`src/hw/rtl/av1shl_pkg.sv`:
```
package av1shl_pkg;

  localparam int unsigned MAX_PACKET_BYTES = 1048576;
  localparam int unsigned MAX_SIZE_BYTES   = 8;

  localparam int unsigned POS_W = $clog2(MAX_PACKET_BYTES + 1);
  localparam int unsigned END_W = POS_W + 1;
  localparam int unsigned ACC_W = 7 * MAX_SIZE_BYTES;
  localparam int unsigned CNT_W = $clog2(MAX_SIZE_BYTES + 1);
  localparam int unsigned EXT_W = ACC_W + POS_W;

  localparam int unsigned HEND_W = 21;

  localparam logic [3:0] TYPE_SEQ_HDR   = 4'd1;
  localparam logic [3:0] TYPE_FRAME_HDR = 4'd3;
  localparam logic [3:0] TYPE_FRAME     = 4'd6;

  localparam logic [7:0] LEB_MASK = 8'h7F;
  localparam logic [7:0] LEB_MORE = 8'h80;

  typedef enum logic [1:0] {
    PH_HEADER = 2'd0,
    PH_EXT    = 2'd1,
    PH_SIZE   = 2'd2,
    PH_DONE   = 2'd3
  } phase_e;

  typedef enum logic [1:0] {
    DEC_NONE   = 2'd0,
    DEC_SEQ    = 2'd1,
    DEC_NOSIZE = 2'd2,
    DEC_FRAME  = 2'd3
  } dec_e;

  typedef enum logic [1:0] {
    CAUSE_SEQ    = 2'd0,
    CAUSE_NOSIZE = 2'd1,
    CAUSE_FRAME  = 2'd2,
    CAUSE_END    = 2'd3
  } cause_e;

  typedef struct packed {
    logic               found;
    logic [HEND_W-1:0]  header_end;
    cause_e             stop_cause;
  } res_t;

  // end offset of an obu, saturated: a size too large for the position range reads as all ones
  function automatic logic [END_W-1:0] sat_end(input logic [POS_W-1:0] base,
                                               input logic [ACC_W-1:0] acc);
    logic [EXT_W-1:0] wide;
    logic [END_W-1:0] sum;
    wide = EXT_W'(acc);
    sum  = END_W'(base) + END_W'(wide[POS_W-1:0]);
    if (|wide[EXT_W-1:POS_W]) begin
      sat_end = '1;
    end else begin
      sat_end = sum;
    end
  endfunction

endpackage

```
`src/hw/rtl/av1shl_in_if.sv`:
```
interface av1shl_in_if;
  logic       valid;
  logic       ready;
  logic [7:0] data_byte;
  logic       last_byte;

  modport source (output valid, output data_byte, output last_byte, input ready);
  modport sink (input valid, input data_byte, input last_byte, output ready);
endinterface

```
`src/hw/rtl/av1shl_out_if.sv`:
```
interface av1shl_out_if;
  logic        valid;
  logic        ready;
  logic        found;
  logic [20:0] header_end;
  logic [1:0]  stop_cause;

  modport source (output valid, output found, output header_end, output stop_cause,
                  input ready);
  modport sink (input valid, input found, input header_end, input stop_cause,
                output ready);
endinterface

```
`src/hw/rtl/av1shl_parser.sv`:
```
module av1shl_parser
  import av1shl_pkg::*;
(
  input  logic           clk_i,
  input  logic           rst_ni,
  av1shl_in_if.sink      in_i,
  input  logic           space_i,
  output logic           push_o,
  output res_t           res_o
);

  logic [POS_W-1:0] pos_q, pos_d, pos_s;
  phase_e           phase_q, phase_d, phase_s;
  logic [3:0]       type_q, type_d, type_s;
  logic [ACC_W-1:0] acc_q, acc_d, acc_s, acc_new;
  logic [CNT_W-1:0] cnt_q, cnt_d, cnt_s, cnt_inc;
  logic [END_W-1:0] nhp_q, nhp_d, nhp_s, nhp_f;
  dec_e             dec_q, dec_d, dec_s, dec_f;

  logic             accept;
  logic             in_range;
  logic             can_look;
  logic             size_open;
  logic             step_done;
  logic [END_W-1:0] step_end;
  logic [END_W-1:0] fin_end;
  logic [7:0]       b;

  assign in_i.ready = space_i;
  assign accept     = in_i.valid && space_i;
  assign b          = in_i.data_byte;

  // next state
  always_comb begin
    in_range  = pos_q < POS_W'(MAX_PACKET_BYTES);
    can_look  = !in_i.last_byte && (POS_W'(pos_q + 1'b1) < POS_W'(MAX_PACKET_BYTES));
    size_open = cnt_q < CNT_W'(MAX_SIZE_BYTES);
    cnt_inc   = cnt_q + CNT_W'(1);
    acc_new   = acc_q | (ACC_W'(b & LEB_MASK) << (7 * cnt_q));
    step_end  = size_open ? sat_end(POS_W'(pos_q + 1'b1), acc_new) : sat_end(pos_q, acc_q);
    step_done = 1'b0;

    pos_s   = pos_q;
    phase_s = phase_q;
    type_s  = type_q;
    acc_s   = acc_q;
    cnt_s   = cnt_q;
    nhp_s   = nhp_q;
    dec_s   = dec_q;

    if (accept && in_range) begin
      pos_s = POS_W'(pos_q + 1'b1);
      case (phase_q)
        PH_HEADER: begin
          if (END_W'(pos_q) == nhp_q && can_look) begin
            if (!b[1]) begin
              dec_s   = DEC_NOSIZE;
              phase_s = PH_DONE;
            end else begin
              type_s  = b[6:3];
              acc_s   = '0;
              cnt_s   = '0;
              phase_s = b[2] ? PH_EXT : PH_SIZE;
            end
          end
        end
        PH_EXT: begin
          phase_s = PH_SIZE;
        end
        PH_SIZE: begin
          if (size_open) begin
            acc_s = acc_new;
            cnt_s = cnt_inc;
            if (!(|(b & LEB_MORE)) || cnt_inc >= CNT_W'(MAX_SIZE_BYTES)) begin
              step_done = 1'b1;
            end
          end else begin
            step_done = 1'b1;
          end
        end
        default: ;
      endcase
    end

    if (step_done) begin
      if (type_q == TYPE_SEQ_HDR) begin
        dec_s   = DEC_SEQ;
        nhp_s   = step_end;
        phase_s = PH_DONE;
      end else if (type_q == TYPE_FRAME || type_q == TYPE_FRAME_HDR) begin
        dec_s   = DEC_FRAME;
        phase_s = PH_DONE;
      end else begin
        nhp_s   = step_end;
        phase_s = PH_HEADER;
      end
    end

    // packet end closes an obu still in its header
    fin_end = sat_end(pos_s, acc_s);
    dec_f   = dec_s;
    nhp_f   = nhp_s;
    if (phase_s == PH_EXT || phase_s == PH_SIZE) begin
      if (type_s == TYPE_SEQ_HDR) begin
        dec_f = DEC_SEQ;
        nhp_f = fin_end;
      end else if (type_s == TYPE_FRAME || type_s == TYPE_FRAME_HDR) begin
        dec_f = DEC_FRAME;
      end else begin
        nhp_f = fin_end;
      end
    end

    if (accept && in_i.last_byte) begin
      pos_d   = '0;
      phase_d = PH_HEADER;
      type_d  = '0;
      acc_d   = '0;
      cnt_d   = '0;
      nhp_d   = '0;
      dec_d   = DEC_NONE;
    end else begin
      pos_d   = pos_s;
      phase_d = phase_s;
      type_d  = type_s;
      acc_d   = acc_s;
      cnt_d   = cnt_s;
      nhp_d   = nhp_s;
      dec_d   = dec_s;
    end
  end

  // outputs
  always_comb begin
    push_o           = accept && in_i.last_byte;
    res_o.found      = (dec_f == DEC_SEQ) && (nhp_f != '0) && (nhp_f <= END_W'(pos_s));
    res_o.header_end = res_o.found ? HEND_W'(nhp_f) : '0;
    case (dec_f)
      DEC_SEQ:    res_o.stop_cause = CAUSE_SEQ;
      DEC_NOSIZE: res_o.stop_cause = CAUSE_NOSIZE;
      DEC_FRAME:  res_o.stop_cause = CAUSE_FRAME;
      default:    res_o.stop_cause = CAUSE_END;
    endcase
  end

  always_ff @(posedge clk_i or negedge rst_ni) begin
    if (!rst_ni) begin
      pos_q   <= '0;
      phase_q <= PH_HEADER;
      type_q  <= '0;
      acc_q   <= '0;
      cnt_q   <= '0;
      nhp_q   <= '0;
      dec_q   <= DEC_NONE;
    end else begin
      pos_q   <= pos_d;
      phase_q <= phase_d;
      type_q  <= type_d;
      acc_q   <= acc_d;
      cnt_q   <= cnt_d;
      nhp_q   <= nhp_d;
      dec_q   <= dec_d;
    end
  end

  a_restart: assert property (@(posedge clk_i) disable iff (!rst_ni)
    push_o |=> (pos_q == '0 && phase_q == PH_HEADER && dec_q == DEC_NONE))
    else $error("parser did not restart after packet end");

  a_pos_range: assert property (@(posedge clk_i) disable iff (!rst_ni)
    pos_q <= POS_W'(MAX_PACKET_BYTES))
    else $error("byte position past packet limit");

  a_done_dec: assert property (@(posedge clk_i) disable iff (!rst_ni)
    (phase_q == PH_DONE) |-> (dec_q != DEC_NONE))
    else $error("scan stopped without a decision");

endmodule

```
`src/hw/rtl/av1shl_out_reg.sv`:
```
module av1shl_out_reg
  import av1shl_pkg::*;
(
  input  logic         clk_i,
  input  logic         rst_ni,
  input  logic         push_i,
  input  res_t         res_i,
  output logic         space_o,
  av1shl_out_if.source out_o
);

  logic valid_q, valid_d;
  res_t res_q, res_d;

  assign space_o = !valid_q || out_o.ready;

  always_comb begin
    valid_d = valid_q;
    res_d   = res_q;
    if (out_o.ready) begin
      valid_d = 1'b0;
    end
    if (push_i) begin
      valid_d = 1'b1;
      res_d   = res_i;
    end
  end

  always_ff @(posedge clk_i or negedge rst_ni) begin
    if (!rst_ni) begin
      valid_q <= 1'b0;
    end else begin
      valid_q <= valid_d;
    end
  end

  always_ff @(posedge clk_i) begin
    res_q <= res_d;
  end

  assign out_o.valid      = valid_q;
  assign out_o.found      = res_q.found;
  assign out_o.header_end = res_q.header_end;
  assign out_o.stop_cause = res_q.stop_cause;

  a_no_overwrite: assert property (@(posedge clk_i) disable iff (!rst_ni)
    push_i |-> space_o)
    else $error("result pushed into a full output stage");

  a_found_cause: assert property (@(posedge clk_i) disable iff (!rst_ni)
    (out_o.valid && out_o.found) |-> (out_o.stop_cause == CAUSE_SEQ && out_o.header_end != '0))
    else $error("found result with inconsistent fields");

  a_nofound_zero: assert property (@(posedge clk_i) disable iff (!rst_ni)
    (out_o.valid && !out_o.found) |-> (out_o.header_end == '0))
    else $error("header end set without a found header");

endmodule

```
`src/hw/rtl/av1_sequence_header_locator_top.sv`:
```
// av1 sequence header locator
// in_i carries the bytes of one low-overhead keyframe packet, one per transfer,
// with last_byte set on the final byte. the block walks the obu headers and
// stops at a sequence header, a frame or frame header, or a header without
// a size field. out_o carries one result transfer per packet: found,
// header_end (offset just past the sequence header) and stop_cause.
// throughput: one byte per cycle; each byte is a single state update in the
// parser registers, with no stall of its own.
// latency: the result is valid in the cycle after the last byte transfer.
// the result sits in a single output register; in_i.ready is high while that
// register is empty or being drained, so a stalled receiver holds the result
// and back-pressures the byte stream only while a result is waiting.
// reset: asynchronous, active low; the parser returns to the start of a
// packet and the output register is emptied. the parser also returns to the
// start on its own after every last byte.
module av1_sequence_header_locator_top
  import av1shl_pkg::*;
(
  input  logic         clk_i,
  input  logic         rst_ni,
  av1shl_in_if.sink    in_i,
  av1shl_out_if.source out_o
);

  logic space;
  logic push;
  res_t res;

  av1shl_parser u_parser (
    .clk_i   (clk_i),
    .rst_ni  (rst_ni),
    .in_i    (in_i),
    .space_i (space),
    .push_o  (push),
    .res_o   (res)
  );

  av1shl_out_reg u_out_reg (
    .clk_i   (clk_i),
    .rst_ni  (rst_ni),
    .push_i  (push),
    .res_i   (res),
    .space_o (space),
    .out_o   (out_o)
  );

endmodule

```
`src/flat_wrapper.sv`:
```
// flat-port wrapper written by rule: the top's interface ports become plain ports
module av1_sequence_header_locator_top_flat import av1shl_pkg::*;
  (clk_i, rst_ni, in_i_valid, in_i_data_byte, in_i_last_byte, in_i_ready, out_o_valid, out_o_found, out_o_header_end, out_o_stop_cause, out_o_ready);
  av1shl_in_if in_i_i ();
  av1shl_out_if out_o_i ();
  input  logic clk_i;
  input  logic rst_ni;
  input wire logic [$bits(in_i_i.valid)-1:0] in_i_valid;
  input wire logic [$bits(in_i_i.data_byte)-1:0] in_i_data_byte;
  input wire logic [$bits(in_i_i.last_byte)-1:0] in_i_last_byte;
  output wire logic [$bits(in_i_i.ready)-1:0] in_i_ready;
  output wire logic [$bits(out_o_i.valid)-1:0] out_o_valid;
  output wire logic [$bits(out_o_i.found)-1:0] out_o_found;
  output wire logic [$bits(out_o_i.header_end)-1:0] out_o_header_end;
  output wire logic [$bits(out_o_i.stop_cause)-1:0] out_o_stop_cause;
  input wire logic [$bits(out_o_i.ready)-1:0] out_o_ready;
  assign in_i_i.valid = in_i_valid;
  assign in_i_i.data_byte = in_i_data_byte;
  assign in_i_i.last_byte = in_i_last_byte;
  assign in_i_ready = in_i_i.ready;
  assign out_o_valid = out_o_i.valid;
  assign out_o_found = out_o_i.found;
  assign out_o_header_end = out_o_i.header_end;
  assign out_o_stop_cause = out_o_i.stop_cause;
  assign out_o_i.ready = out_o_ready;
  av1_sequence_header_locator_top u_core (.clk_i(clk_i), .rst_ni(rst_ni), .in_i(in_i_i), .out_o(out_o_i));
endmodule
```
`config.mk`:
```
export PLATFORM = sky130hd
export DESIGN_NAME = av1_sequence_header_locator_top_flat
export DESIGN_NICKNAME = d
export VERILOG_FILES = /design/src/hw/rtl/av1shl_pkg.sv /design/src/hw/rtl/av1shl_in_if.sv /design/src/hw/rtl/av1shl_out_if.sv /design/src/hw/rtl/av1shl_parser.sv /design/src/hw/rtl/av1shl_out_reg.sv /design/src/hw/rtl/av1_sequence_header_locator_top.sv /design/src/flat_wrapper.sv
export SDC_FILE = /design/constraint.sdc
export NUM_CORES = 1
export LEC_CHECK = 0
export BUFFER_PORTS_ARGS = -buffer_cell sky130_fd_sc_hd__buf_2
export CAP_MARGIN = 30
export CORE_MARGIN = 5
export CORE_UTILIZATION = 55
export DETAILED_ROUTE_END_ITERATION = 10
export GPL_ROUTABILITY_DRIVEN = 1
export PLACE_DENSITY = 0.69
export SLEW_MARGIN = 20
export SYNTH_ARGS = -nofsm -noshare
export SYNTH_HDL_FRONTEND = slang
export SYNTH_SLANG_ARGS = --single-unit
```
`constraint.sdc`:
```
create_clock -name clk_i -period 7.8 [get_ports clk_i]
set_input_delay 0.78 -clock clk_i [delete_from_list [all_inputs] [get_ports clk_i]]
set_output_delay 0.78 -clock clk_i [all_outputs]
set_load 0.02 [all_outputs]
```
# == Yosys cells after proc, flatten, opt, wreduce, memory -nomap -nowiden ==
# Cells that the tools add are included.
# totals
n_memories,0
out_inout_bits,26
reg_bits,136
latchBits,0
word_cells,122
inputBits,13
ramBits,0
mem_bits_ro,0
# classes
magnitude_cmp,5
div_mod_pow,0
eq_ne,17
n_addsub,5
bitwise_logic,1
shifts,1
multipliers,1
n_reduce_logical,24
n_mux,57
# op_table
operator,count
$mux W56,5
$mux W22,11
$pmux W56 S2,1
$reduce_or A35 Y1,3
$add A21 B21 Y22,3
$or A56 B56 Y56,1
$shl A7 B7 Y56,1
$lt A21 B21 Y1 const B,2
$mux W21,2
$mux W4,10
$mux W2,19
$eq A21 B22 Y1,1
$le A22 B21 Y1,1
$reduce_bool A22 Y1,1
$add A21 B1 Y21 const B,1
$ne A3 B2 Y1 const B,3
$eq A2 B2 Y1 const B,4
$eq A4 B1 Y1 const B,2
$eq A4 B2 Y1 const B,2
$eq A4 B3 Y1 const B,2
$pmux W4 S2,1
$logic_and A1 B1 Y1,7
$mul A3 B4 Y7 const A,1
$eq A2 B1 Y1 const B,3
12 further kinds,24

# == Longest topological paths before layout ==
# logic_depth
ltp_word,16
mapped_depth,30
depth_no_buf,28

# == Cells and area by module ==
# A second synthesis with hierarchy kept.
# unflattened
hier_cells,1399
area_unflattened_um2,11461.0
# modules_own_cells
module,area_per_inst_um2,instances,seq_area_each_um2,cells_each
av1shl_parser,10692.8,1,2777.7,1372
av1shl_out_reg,768.2,1,745.7,27

# == Worst setup path after synthesis ==
# OpenSTA, ideal clock, no wires.
# synth_timing
path_kind,reg-to-reg
startpoint,reg u_core.u_parser.pos_q[1]
endpoint,reg u_core.u_out_reg.res_q (netlist bit u_core.u_out_reg.out_o.header_end[3]) (data pin)
setup_time_ns,0.180
n_path_buf,3
path_stages_with_launch,29
slack_ns,1.346
period_less_slack_ns,6.454
required_ns,7.620
t_arrival_ns,6.274
cell_sequence,dfrtp_1 -> ha_1 -> and3_1 -> nand4_1 -> nor4_1 -> xnor2_1 -> nand4_4 -> and2b_1 -> clkbuf_1 -> clkbuf_1 -> nor2_1 -> ha_1 -> fa_1 -> a21oi_1 -> o2111ai_1 -> a21oi_1 -> a21oi_1 -> a31oi_1 -> o21ai_0 -> xnor2_1 -> a22oi_1 -> ha_1 -> a21o_1 -> a2111oi_0 -> a21oi_1 -> o211ai_1 -> o211ai_1 -> clkbuf_1 -> a221oi_1
# synth_via
word_cells_on_any_way,54
classes_between,add/sub (4); order compare (3); eq/ne (7); mux (31); reduce/logical (9)
# synth_rtl
element,line_no,rtl
from (decl),av1shl_parser.sv:12,"logic [POS_W-1:0] pos_q, pos_d, pos_s;"
from (signal assigned),av1shl_parser.sv:156,pos_q <= pos_d;
$add A21 B1 Y21,"av1shl_parser.sv:36, av1shl_parser.sv:40, av1shl_parser.sv:52",
$lt A21 B21 Y1,av1shl_parser.sv:36,can_look = !in_i.last_byte && (POS_W'(pos_q + 1'b1) < POS_W'(MAX_PACKET_BYTES));
$logic_and A1 B1 Y1,av1shl_parser.sv:36,
$logic_and A1 B1 Y1,av1shl_parser.sv:55,if (END_W'(pos_q) == nhp_q && can_look) begin
$mux W56 or $mux W4 (tied branches),av1shl_parser.sv:55,
$pmux W56 S2 or $mux W4 (tied branches),av1shl_parser.sv:53,case (phase_q)
$mux W56 or $mux W4 (tied branches),av1shl_parser.sv:51,if (accept && in_range) begin
"$add A21 B21 Y22, or another cell as far along",av1shl_pkg.sv:54,sum = END_W'(base) + END_W'(wide[POS_W-1:0]);
$mux W22 or $logic_or A1 B1 Y1 (tied branches),"av1shl_pkg.sv:55, av1shl_parser.sv:107",
$mux W22,av1shl_parser.sv:107,end else if (type_s == TYPE_FRAME || type_s == TYPE_FRAME_HDR) begin
$mux W22,av1shl_parser.sv:104,if (type_s == TYPE_SEQ_HDR) begin
$mux W22 *,av1shl_parser.sv:103,if (phase_s == PH_EXT || phase_s == PH_SIZE) begin
net u_core.u_parser.nhp_f[16],av1shl_parser.sv:17,"logic [END_W-1:0] nhp_q, nhp_d, nhp_s, nhp_f;"
branches (longest 2 deep; another with $le A22 B21 Y1),n/a,
$logic_and A1 B1 Y1 *,av1shl_parser.sv:136,res_o.found = (dec_f == DEC_SEQ) && (nhp_f != '0) && (nhp_f <= END_W'(pos_s));
to (signal assigned),av1shl_out_reg.sv:38,res_q <= res_d;
to (decl),av1shl_out_reg.sv:13,"res_t res_q, res_d;"
# Mark *: on every way through the listed nets, which the timed path passes.
# A chain may end at the register's enable or synchronous reset.

# == Worst setup path after layout ==
# layout_timing
startpoint,reg u_core.u_parser.pos_q[1]
endpoint,reg u_core.u_out_reg.res_q (netlist bit u_core.u_out_reg.out_o.header_end[6]) (data pin)
# Same word-level chain as after synthesis.

==> flow_summary.ini <==
[setup_path]
worst_path_most_repeated_cell = sky130_fd_sc_hd__a21oi_1
slowest_stage = sky130_fd_sc_hd__dfrtp_1
worst-setup-path-type = flop to flop
cp.required_ps = 8050
critPathLaunchType = flop
crit_arrival_ps = 7440
worstPathBufferInverterCount = 1
path_max_fanout = 22
cell_class_contributing_the_biggest_share_of_worst_path_delay = compound AO/OA/AOI/OAI gates
crit_path_max_incr_delay_ps = 500
critPathCaptureType = flop

[synthesis]
ys_ff_latch = 136
synth_largest_type_area_fraction = 0.252
synth.net_count = 1467
ys.flop_type = sky130_fd_sc_hd__dfrtp_1
ys_top_cells_by_area = sky130_fd_sc_hd__dfrtp_1 (25%), sky130_fd_sc_hd__ha_1 (9.8%), sky130_fd_sc_hd__edfxtp_1 (6.5%), sky130_fd_sc_hd__nor2_1 (6.0%), sky130_fd_sc_hd__a21oi_1 (4.4%)
synth_common_cells = sky130_fd_sc_hd__nor2_1 (177), sky130_fd_sc_hd__dfrtp_1 (112), sky130_fd_sc_hd__a21oi_1 (99)
post_synth_inst_count = 1364
ys_warn_count = 0
synth-seq-area-share = 0.316
mappedNetlistArea_sq_um = 11100
avgSynthCellArea_sq_um = 8.16
synthDistinctLibCells = 78
synth-async-reset-ratio = 0.824
yosys_top_cell_by_area = sky130_fd_sc_hd__dfrtp_1
synth_enable_flop_cells = 24
post-synth-top-count-cell = sky130_fd_sc_hd__nor2_1

[power_and_ir_drop]
fin_total_pwr_mw = 3.16
powerDensity_nw_per_um2 = 258
ir_worst_vdd_mv = 0.185
static-leakage-power_nw = 5.95

[die]
design.die.area_sq_um = 23200
initial_utilization = 0.554
height_of_the_die_microns = 152
die_x_microns = 152
core_area_sq_um = 20100
num_rows = 52
boundaryPins = 39

[global_route]
antenna_found_initial = 0
layer_with_the_highest_usage_after_global_routing = met2
grt_util_met2 = 0.474
grt_first_pass_wirelength_microns = 55900
grt_max_degree = 64
grt_overflow = 0
first_global_vias = 10200
grt_util_met1 = 0.419
use_met3 = 0.0596
global_route.usage.total = 0.302

[run]
maxCapViolations = 0

[drt]
post-route-drc-count = 0
wl_per_cell_microns = 21.3
routed-via-count = 10600
initialDrtViolationCount = 1061
drt-pass1-iter-count = 5
route.detailed.vias_per_inst = 6.36
drt.antenna.violating_nets = 0
drt-total-wl_microns = 35400

[cts]
clk_buf_depth = 2
cts_tree = yes
total_number_of_clock_tree_sinks = 136
cts_hold_repair.buffers = 0
clk_latency_ps = 430
cts_buffers = 17
cts_root_buffer = sky130_fd_sc_hd__clkbuf_16
path_clk_slew_ps = 70
cts_max_level = 4

[placement]
placement.io_buffers = 38
gpl.final_weighted_congestion = 0.961
dp_worst_setup_slack_ps = 350
place_inst = 1628
hpwlAfterDp_microns = 26200

[sta]
finalMaxSlewViolations = 0
max_clock_freq_mhz = 139
setup_ws_ps = 610
clock-skew-final_ps = 10.5
slew_headroom = 0.347
timing.final.crit_share = 0.922
grt_setup_unrepaired = no
final-setup-viol-count = 0
totalNegativeSetupSlack_ps = 0
final-hold-violation-count = 0
worstMarginPinSlew_ps = 971
period_minus_slack_ps = 7190

[final_layout]
drive_gt1_frac = 0.0871
final-instance-count-excl-fill = 1660
diodes = 0
fin_nets = 1481
final_core_util = 0.610
area.growth.synth_to_final_pct = 10.1

[min_path]
min_path_type = input pin to asynchronous set/reset pin

[outcome]
run_status = finished clean
sequential cells by signal, indices dropped and copies added, names as in the netlist:
register                           cells
u_core.u_parser.cnt_q                  4
u_core.u_parser.type_q                 4
u_core.u_out_reg.out_o.valid           1
u_core.u_parser.acc_q                 56
u_core.u_out_reg.out_o.found           1
u_core.u_out_reg.out_o.stop_cause      2
u_core.u_parser.dec_q                  2
u_core.u_parser.nhp_q                 22
u_core.u_parser.phase_q                2
u_core.u_parser.pos_q                 21
u_core.u_out_reg.out_o.header_end     21
final cells by class:
cell class / count / area (sq um)
Multi-Input combinational cell: 1078 / 7070
Clock buffer: 19 / 454
Inverter: 83 / 313
Timing Repair Buffer: 62 / 373
Fill cell: 1762 / 7840
Clock inverter: 12 / 189
Sequential cell: 136 / 3520
Tap cell: 270 / 338
through the flow:
stage               instance area [sq um]  hold slack (ps)
CTS                                 12200              476
finish                              12300              448
global route                        12300              525
global placement                    11600              479
detailed placement                  11600              486
floorplan                           11100              463
path summary, 6_finish.rpt:
check / to / slack (ps) / cells past startpoint / start
hold reg to reg: u_core.u_parser.acc_q[35] / 500 / 2 / u_core.u_parser.acc_q[35]
setup reg to reg: u_core.u_out_reg.out_o.header_end[6] / 610 / 26 / u_core.u_parser.pos_q[1]
hold / removal: u_core.u_parser.acc_q[42] / 450 / 1 / rst_ni
min in group clk_i: u_core.u_parser.acc_q[35] / 500 / 2 / u_core.u_parser.acc_q[35]
setup / recovery: u_core.u_out_reg.out_o.header_end[6] / 610 / 26 / u_core.u_parser.pos_q[1]
max in group asynchronous: u_core.u_parser.nhp_q[15] / 6180 / 2 / rst_ni
metal layers:
layer | share of wire | vias up | wire length [microns]
met2 | 0.44 | 491 | 15700
li1 | - | 4960 | -
met4 | 0.034 | 0 | 1210
met1 | 0.44 | 5030 | 15400
met3 | 0.087 | 78 | 3070
met5 | 0 | - | 0
report_power, final:
part | total, mW | internal (mW) | switching (mW)
registers | 0.853 | 0.782 | 0.0713
clock network | 0.893 | 0.558 | 0.335
logic | 1.42 | 0.558 | 0.857
total | 3.16 | 1.90 | 1.26
cells in the final DEF, fill, tap and decap left out, types with 12 or more instances in the layout:
cell type / instances
sky130_fd_sc_hd__a22oi_1: 21
sky130_fd_sc_hd__buf_2: 37
sky130_fd_sc_hd__nand2_1: 93
sky130_fd_sc_hd__edfxtp_1: 24
sky130_fd_sc_hd__a21oi_1: 99
sky130_fd_sc_hd__a21o_1: 31
sky130_fd_sc_hd__clkbuf_16: 18
sky130_fd_sc_hd__xnor2_1: 45
sky130_fd_sc_hd__nor2b_1: 17
sky130_fd_sc_hd__ha_1: 87
sky130_fd_sc_hd__buf_4: 25
sky130_fd_sc_hd__xor2_1: 50
sky130_fd_sc_hd__nand4_1: 12
sky130_fd_sc_hd__o21ai_0: 77
sky130_fd_sc_hd__nor4_1: 22
sky130_fd_sc_hd__nor3_1: 46
sky130_fd_sc_hd__o21a_1: 19
sky130_fd_sc_hd__and2_1: 22
sky130_fd_sc_hd__a31oi_1: 22
sky130_fd_sc_hd__inv_1: 79
sky130_fd_sc_hd__nor2_1: 177
sky130_fd_sc_hd__nand3_1: 33
sky130_fd_sc_hd__nand2b_1: 13
sky130_fd_sc_hd__and3_1: 13
sky130_fd_sc_hd__dfrtp_1: 112
logic make-up (layout without fill, tap and decap cells):
group,after synthesis,count (layout),synth area share
XOR/XNOR,95,95,0.0747
flip-flops,136,136,0.316
AO/OA/AOI/OAI,383,383,0.226
AND/OR/NAND/NOR,504,504,0.222
adder cells (fa/ha/maj),90,90,0.103
multiplexers,6,6,0.00595
buffers and inverters,150,176,0.0519
timing repair:
item,in CTS,in global routing
setup endpoints to repair,0,22
resized for setup,0,7
buffers inserted,0,1
Note: power is estimated with default switching activity, not from simulation.
